### src/rtl/assert_macros.svh
// Assertion macros used by the allocator top level.
`ifndef ASSERT_MACROS_SVH
`define ASSERT_MACROS_SVH
`ifndef SYNTH
// Implication checked at every rising clock edge, off during reset.
`define FIPA_ASSERT(label, clk, rst_n, prop, msg) \
    label: assert property (@(posedge clk) disable iff (!rst_n) (prop)) else $error(msg);
// Condition that must hold at every rising clock edge, off during reset.
`define FIPA_ASSERT_ALWAYS(label, clk, rst_n, cond, msg) \
    label: assert property (@(posedge clk) disable iff (!rst_n) (cond)) else $error(msg);
`else
`define FIPA_ASSERT(label, clk, rst_n, prop, msg)
`define FIPA_ASSERT_ALWAYS(label, clk, rst_n, cond, msg)
`endif
`endif

### src/rtl/fipa_ram.sv
// Generic single write port RAM with one registered read port.
`timescale 1ns / 1ps
module fipa_ram #(
    parameter int WIDTH = 8,
    parameter int DEPTH = 16
) (
    input  logic                     clk,
    input  logic                     we,
    input  logic [$clog2(DEPTH)-1:0] waddr,
    input  logic [WIDTH-1:0]         wdata,
    input  logic                     re,
    input  logic [$clog2(DEPTH)-1:0] raddr,
    output logic [WIDTH-1:0]         rdata
);
    logic [WIDTH-1:0] mem [DEPTH];
    logic [WIDTH-1:0] rdata_reg;

    // Write port
    always_ff @(posedge clk)
    begin
        if (we)
        begin
            mem[waddr] <= wdata;
        end
    end

    // Registered read, holds when not enabled
    always_ff @(posedge clk)
    begin
        if (re)
        begin
            rdata_reg <= mem[raddr];
        end
    end

    assign rdata = rdata_reg;
endmodule

### config.mk
export PLATFORM = sky130hd
export DESIGN_NAME = fipa_ram
export DESIGN_NICKNAME = d
export VERILOG_FILES = /design/src/rtl/assert_macros.svh /design/src/rtl/fipa_ram.sv
export SDC_FILE = /design/constraint.sdc
export NUM_CORES = 1
export LEC_CHECK = 0
export ABC_AREA = 0
export BUFFER_PORTS_ARGS = -buffer_cell sky130_fd_sc_hd__buf_2
export CORE_UTILIZATION = 65
export DETAILED_ROUTE_END_ITERATION = 6
export GPL_ROUTABILITY_DRIVEN = 0
export PLACE_DENSITY_LB_ADDON = 0.12
export SLEW_MARGIN = 15
export SYNTH_ARGS = -nofsm -noshare
export SYNTH_HDL_FRONTEND = slang
export SYNTH_SLANG_ARGS = --single-unit
### constraint.sdc
create_clock -name clk -period 3.65 [get_ports clk]
set_clock_uncertainty 0.1 [all_clocks]
set_input_delay 0.5475 -clock clk [delete_from_list [all_inputs] [get_ports clk]]
set_output_delay 0.5475 -clock clk [all_outputs]
set_load 0.05 [all_outputs]
# Yosys cells after proc, flatten, opt, wreduce, memory -nomap -nowiden

Memories as Yosys holds them, arrays and structs flattened. A register that Yosys moved wholly into a read port is not among the register bits.
Cells that the tools add are included.

Multiplexer cells: 2

Operators with widths:

| kind   | count |
|---|---|
| $mux 1 | 2 |

RAM bits: 128
Register bits: 0
Memories kept: 1
Bits of input ports: 19
Logic and storage cells: 3
Output and inout bits: 8

Memory list:

| name | depth | width | read ports | clocked after Yosys merged registers in | wr ports | RTL line       | source |
|---|---|---|---|---|---|---|---|
| mem  | 16    | 8     | 1          | 1                                       | 1        | fipa_ram.sv:15 | `logic [WIDTH-1:0] mem [DEPTH];` |

# Longest topological paths before layout

Gate-level depths: netlist of the first run.

Depth after elaboration: 2
Depth in mapped cells: 5
Gate-level depth less buffers: 3

# Least setup slack after synthesis of the first run

OpenSTA, ideal clock, no wires.

Path kind: input port to flip-flop
Start point: input port waddr[2]
End point: memory mem[0][0], enable pin
Buffers on the path: 0
Arrival: 1.657 ns
Path slack: 1.510 ns
Stages on the path: 2
Library setup time: 0.383 ns
Required time: 3.167 ns
Cell sequence: or3b_2 > nor3_1

RTL lines:

| element            | RTL line       | source |
|---|---|---|
| start: declaration | fipa_ram.sv:9  | `input logic [$clog2(DEPTH)-1:0] waddr,` |
| end: declaration   | fipa_ram.sv:15 |  |

No word-level cell before the write port.

==> flow_summary.yaml, run 1 <==
floorplan:
  row_count: 32
  dieHeight_um: 91.68
  dieArea_um2: 8405
  io_pins: 27
  die_w_um: 91.68
  start_util_pct: 67.30
  coreArea_um2: 7767
timing:
  hold_violations: 0
  setup_viol: 0
  setup-tns-final_ps: 0
  fmax_ghz: 0.5002
  tightest_slew_ps: 954.0
  min_period_ps: 1999
  slew_violations: 0
  min_period_over_period_pct: 54.77
  rsz0062_at_grt: "false"
  final.setup.worst_slack_ps: 1651
  relSlewSlack_pct: 36.17
setup_path:
  crit_chain: "buf_2, buf_12, mux4_1, a22oi_1, nand2_1"
  reg2reg_slack_ps: 2030
  crit_required_ps: 3810
  cp.arrival_ps: 2160
  cpPeakStageDelay_ps: 560
  start_kind: "input pin"
  worstPathMaxFanout: 18
  cpLargestDelayFamily: "buffers and inverters"
  r2r_cells: 3
  path_class: "input pin to flip-flop"
  end_kind: "flip-flop"
  cp.buffers_inverters: 2
  startpoint: "raddr[0]"
  reg2reg_from: "mem[0][0]"
  critPathSlowestCell: "mux4_1"
  worstSetupEndpoint: "rdata[5]"
  r2r-end: "rdata[0]"
  cp_num_cells: 5
clock_network:
  clock-sinks: 136
  cts_setup_buffers: 0
  h-tree-depth: 4
  cts_buffers: 17
  cts_tree: "yes"
  clk_pin_slew_worst_paths_ps: 60
  clock_path_buffers: 2
  cts_hold_buffers: 0
  clkLatencyLatePin_ps: 500
  cts_resized: 0
  cts_root_buf: "clkbuf_8"
drt:
  drt_pass1_iterations: 4
  drcViolationCount: 0
  drt.antenna.violating_nets: 0
  wl_um: 9443
  wl_met1_um: 3994
  dr.first_iter.drc_count: 267
  wl_met3_um: 512
  met2_length_um: 4816
  via_per_inst: 6.260
  wl_per_cell_um: 24.59
  vias: 2404
  routed.top_layer: "met4"
power:
  leakage_nw: 2.022
  vdd_drop_max_mv: 0.4312
  power_density_nw_per_um2: 599.4
logic_synthesis:
  synth_nets: 248
  synth_cell_type_count: 18
  yosysTopAreaCellShare_pct: 78.12
  synth_area_um2: 5228
  avgSynthCellArea_um2: 22.83
  syn_inst: 229
  yosysWarningCount: 0
  synth-seq-area-share_pct: 78.12
  yosys.area.top_type: "edfxtp_1"
  synthTopCellsByArea: "edfxtp_1, mux4_2, mux4_1, a22oi_1, nor2_1"
  synth_seq_cells: 136
place:
  dp_slack_ps: 1108
  numPlacedInstances: 352
  place_area_um2: 5449
  portBuffers: 26
  hpwl_um: 5800
finish:
  drive_gt1_share_pct: 28.72
  fin_area_um2: 6042
  largest_reg_flops: 128
  mostFrequentLayoutCell: "edfxtp_1"
  n_antenna_cell: 0
  fin_cells: 384
  fin_nets: 288
  most-common-layout-cells: "edfxtp_1, buf_2, mux4_2"
  area_growth_pct: 15.58
global_routing:
  antenna_found_initial: 0
  grt.overflow.total: 0
  grt_max_degree: 33
  grt.total_usage_pct: 25.41
  grt_pass1_wl_um: 14460
  grt_pass1_vias: 2530
worst_hold_path:
  hold_start: "re"
  hold_class: "input pin to flip-flop"
run_status:
  outcome: "completed"
run:
  max_cap_viol_count: 0
Yosys cell counts (all sizes together):
cell           instances
a22oi                 16
and2                   1
and2b                  1
buf                    7
clkdlybuf4s25          3
edfxtp               136
mux4                  32
nand2                  9
nand2b                 2
nand3                  1
nand3b                 2
nor2                  13
nor2b                  1
nor3                   4
or3b                   1
logic make-up (layout without fill, tap and decap cells):
family / after synthesis / in the layout / synth area share, %
AOI/OAI and AO/OA: 16 / 16 / 2.298
buffers and inverters: 10 / 63 / 1.651
DFF: 136 / 136 / 78.12
muxes: 32 / 32 / 14.79
and+or+nand+nor: 35 / 35 / 3.136
per-layer routing:
layer | track usage [%] | vias to the layer above
met5 | 0 | -
met4 | 11.11 | 0
met3 | 5.721 | 12
met2 | 40.91 | 91
met1 | 34.07 | 1237
li1 | - | 1064
per-stage QoR:
stage | utilization, % | hold WS (ps) | total power, mW
global placement | 70.15 | 619.9 | 1.972
detailed placement | 70.15 | 630.1 | 1.978
global route | 77.79 | 286.5 | 3.722
CTS | 77.79 | 284.3 | 3.638
floorplan | - | 546.4 | 1.915
finish | 77.79 | 310.5 | 3.622
power by group:
group / leakage [nW] / switching [mW] / total, mW / internal [mW]
sequential: 1.24 / 0.00915 / 1.77 / 1.76
combinational: 0.504 / 0.114 / 0.178 / 0.0636
clock: 0.282 / 0.629 / 1.67 / 1.05
total: 2.02 / 0.753 / 3.62 / 2.87
final cells by class:
class | count | area, um2
clock inverter | 14 | 175.2
sequential | 136 | 4084
timing repair buffer | 31 | 180.2
fill | 394 | 1725
tap | 102 | 127.6
multi-input combinational | 83 | 1057
clock buffer | 18 | 417.9
how the worst min path moves through the flow:
stage,to,slack (ps),cells past startpoint
6_report,rdata[7],310,1
5_1_grt,rdata[7],290,1
4_1_cts,rdata[5],280,1
3_5_place_dp,rdata[1],630,3
3_3_place_gp,rdata[4],620,3
2_1_floorplan,mem[0][0],550,0
Note: power is estimated with default switching activity, not from simulation.
==> inputs of run 2 (changes only) <==
Settings changed: ABC_AREA 0 to 1, CORE_UTILIZATION 65 to 61.
Clock period 3.65 ns to 1.91 ns, I/O delays scaled along.
==> flow_summary.yaml, run 2 <==
drt:
  drt_pass1_iterations: 4
  via_per_inst: 5.363
  wl_per_cell_um: 17.08
  vias: 3947
  dr.first_iter.drc_count: 253
  wl_um: 12570
  drt.antenna.violating_nets: 0
  drcViolationCount: 0
global_routing:
  antenna_found_initial: 0
  grt_pass1_vias: 3781
  grt.overflow.total: 0
  grt_max_degree: 65
  grt.total_usage_pct: 28.48
  grt_pass1_wl_um: 20050
setup_path:
  worstPathMaxFanout: 1
  path_class: "flip-flop to output port"
  startpoint: "rdata[5]"
  cp.buffers_inverters: 1
  crit_chain: "buf_2"
  critPathSlowestCell: "edfxtp_1"
  cp.arrival_ps: 1180
  r2r-end: "rdata[3]"
  crit_required_ps: 1520
  start_kind: "flip-flop"
  reg2reg_from: "mem[5][3]"
  reg2reg_slack_ps: 620
  r2r_cells: 6
  cpPeakStageDelay_ps: 420
  end_kind: "output port"
  cpLargestDelayFamily: "flip-flops"
worst_hold_path:
  min_to: "rdata[0]"
  hold_start: "re"
  min_path_cells: 1
  hold_class: "input pin to flip-flop"
clock_network:
  cts_tree: "yes"
  clock-sinks: 136
  cts_resized: 0
  cts_root_buf: "clkbuf_8"
  clk_pin_slew_worst_paths_ps: 60
  h-tree-depth: 4
  cts_setup_buffers: 0
  cts_buffers: 17
  clkLatencyLatePin_ps: 530
  clock_path_buffers: 2
  cts_hold_buffers: 0
place:
  place_area_um2: 6175
  portBuffers: 26
  hpwl_um: 7678
power:
  p_seq_share_pct: 49.3
  swShare_pct: 23.72
  power_density_nw_per_um2: 1019
  clockPowerShare_pct: 44.1
  intPower_mw: 5.230
  leakage_nw: 2.917
  total_power_mw: 6.857
  p_sw_mw: 1.626
  p_comb_share_pct: 6.6
  vdd_drop_max_mv: 0.6900
timing:
  setup-tns-final_ps: 0
  fmax_ghz: 0.6401
  relSlewSlack_pct: 58.17
  min_period_over_period_pct: 81.79
  setup_viol: 0
  tightest_slew_ps: 626.5
  rsz0062_at_grt: "false"
  slew_violations: 0
  min_period_ps: 1562
  hold_violations: 0
logic_synthesis:
  async_flop_share_pct: 0
  synth_commonest_cells: "nand2_1, edfxtp_1, inv_1"
  synth_nets: 570
  synth-main-ff-cell: "edfxtp_1"
  yosys.area.top_type: "edfxtp_1"
  syn_inst: 551
  synth_edf_count: 136
  yosysWarningCount: 0
  yosysTopAreaCellShare_pct: 69.85
  synth_area_um2: 5847
  synth_cell_type_count: 11
  synth_most_common_cell: "nand2_1"
  avgSynthCellArea_um2: 10.61
  synth_seq_cells: 136
  synth-seq-area-share_pct: 69.85
  synthTopCellsByArea: "edfxtp_1, nand2_1, nand3_1, inv_1, buf_6"
finish:
  fin_area_um2: 6731
  fin_util_pct: 72.51
  multi_input_area_um2: 1214
  area_growth_pct: 15.13
  largest_reg_flops: 128
  register_area_um2: 4084
  most-common-layout-cells: "nand2_1, edfxtp_1, inv_1"
  fin_nets: 613
  n_antenna_cell: 0
  drive_gt1_share_pct: 13.51
  mostFrequentLayoutCell: "nand2_1"
  fillerInstances: 653
run_status:
  outcome: "completed"
floorplan:
  die_w_um: 99.91
  coreArea_um2: 9284
  row_count: 35
  start_util_pct: 62.98
  dieArea_um2: 9981
  io_pins: 27
  dieHeight_um: 99.91
run:
  max_cap_viol_count: 0
## run 2: power groups by stage
stage | Clock [mW] | Sequential (mW) | Combinational, mW
detailed placement | 0 | 3.44 | 0.450
finish | 3.02 | 3.38 | 0.453
global placement | 0 | 3.44 | 0.441
CTS | 3.05 | 3.38 | 0.455
floorplan | 0 | 3.49 | 0.236
global route | 3.17 | 3.39 | 0.502
## run 2: through the flow
stage / cells / setup slack, ps / hold WS (ps)
after floorplan: 551 / 572.7 / 285.4
after global placement: 704 / 247.2 / 548.8
after detailed placement: 704 / 233.8 / 554.3
after CTS: 736 / 341.4 / 5.950
after global routing: 736 / 327.4 / 10.64
final: 736 / 347.7 / 21.78
## run 2: how the worst max path moves through the flow
stage               slack [ps]         end  depth (start not counted)
floorplan                  570  mem[10][0]                          2
global placement           250    rdata[6]                          8
detailed placement         230    rdata[1]                          6
CTS                        340    rdata[5]                          1
global route               330    rdata[5]                          1
finish                     350    rdata[5]                          1
## run 2: cells by family after synthesis
family                 Yosys count  synth area share (%)
buffers and inverters          126                 9.394
flip-flops                     136                 69.85
AND/OR/NAND/NOR                289                 20.76
## run 2: layer usage
layer,wire length (um),up-vias,track usage (%)
li1,-,1873,-
met1,5055,1856,36.57
met2,6199,189,46.68
met3,926,29,6.476
met4,390,0,12.90
met5,0,-,0
## run 2: worst register-to-register path, cell delays in order (launching register included)
cell and delay (ps):
edfxtp_1 380, inv_1 70, nand2_1 50, nand3_1 110, nand3_1 100, nand3_1 140, nand2_1 90
## run 2: area by class of cell
class,count,area share [%]
well taps,129,2.398
multi-input cells,289,18.03
inverters,102,5.688
clock buffers,17,6.152
clock inverters,15,2.119
repair buffers,48,4.944
flip-flops and latches,136,60.67
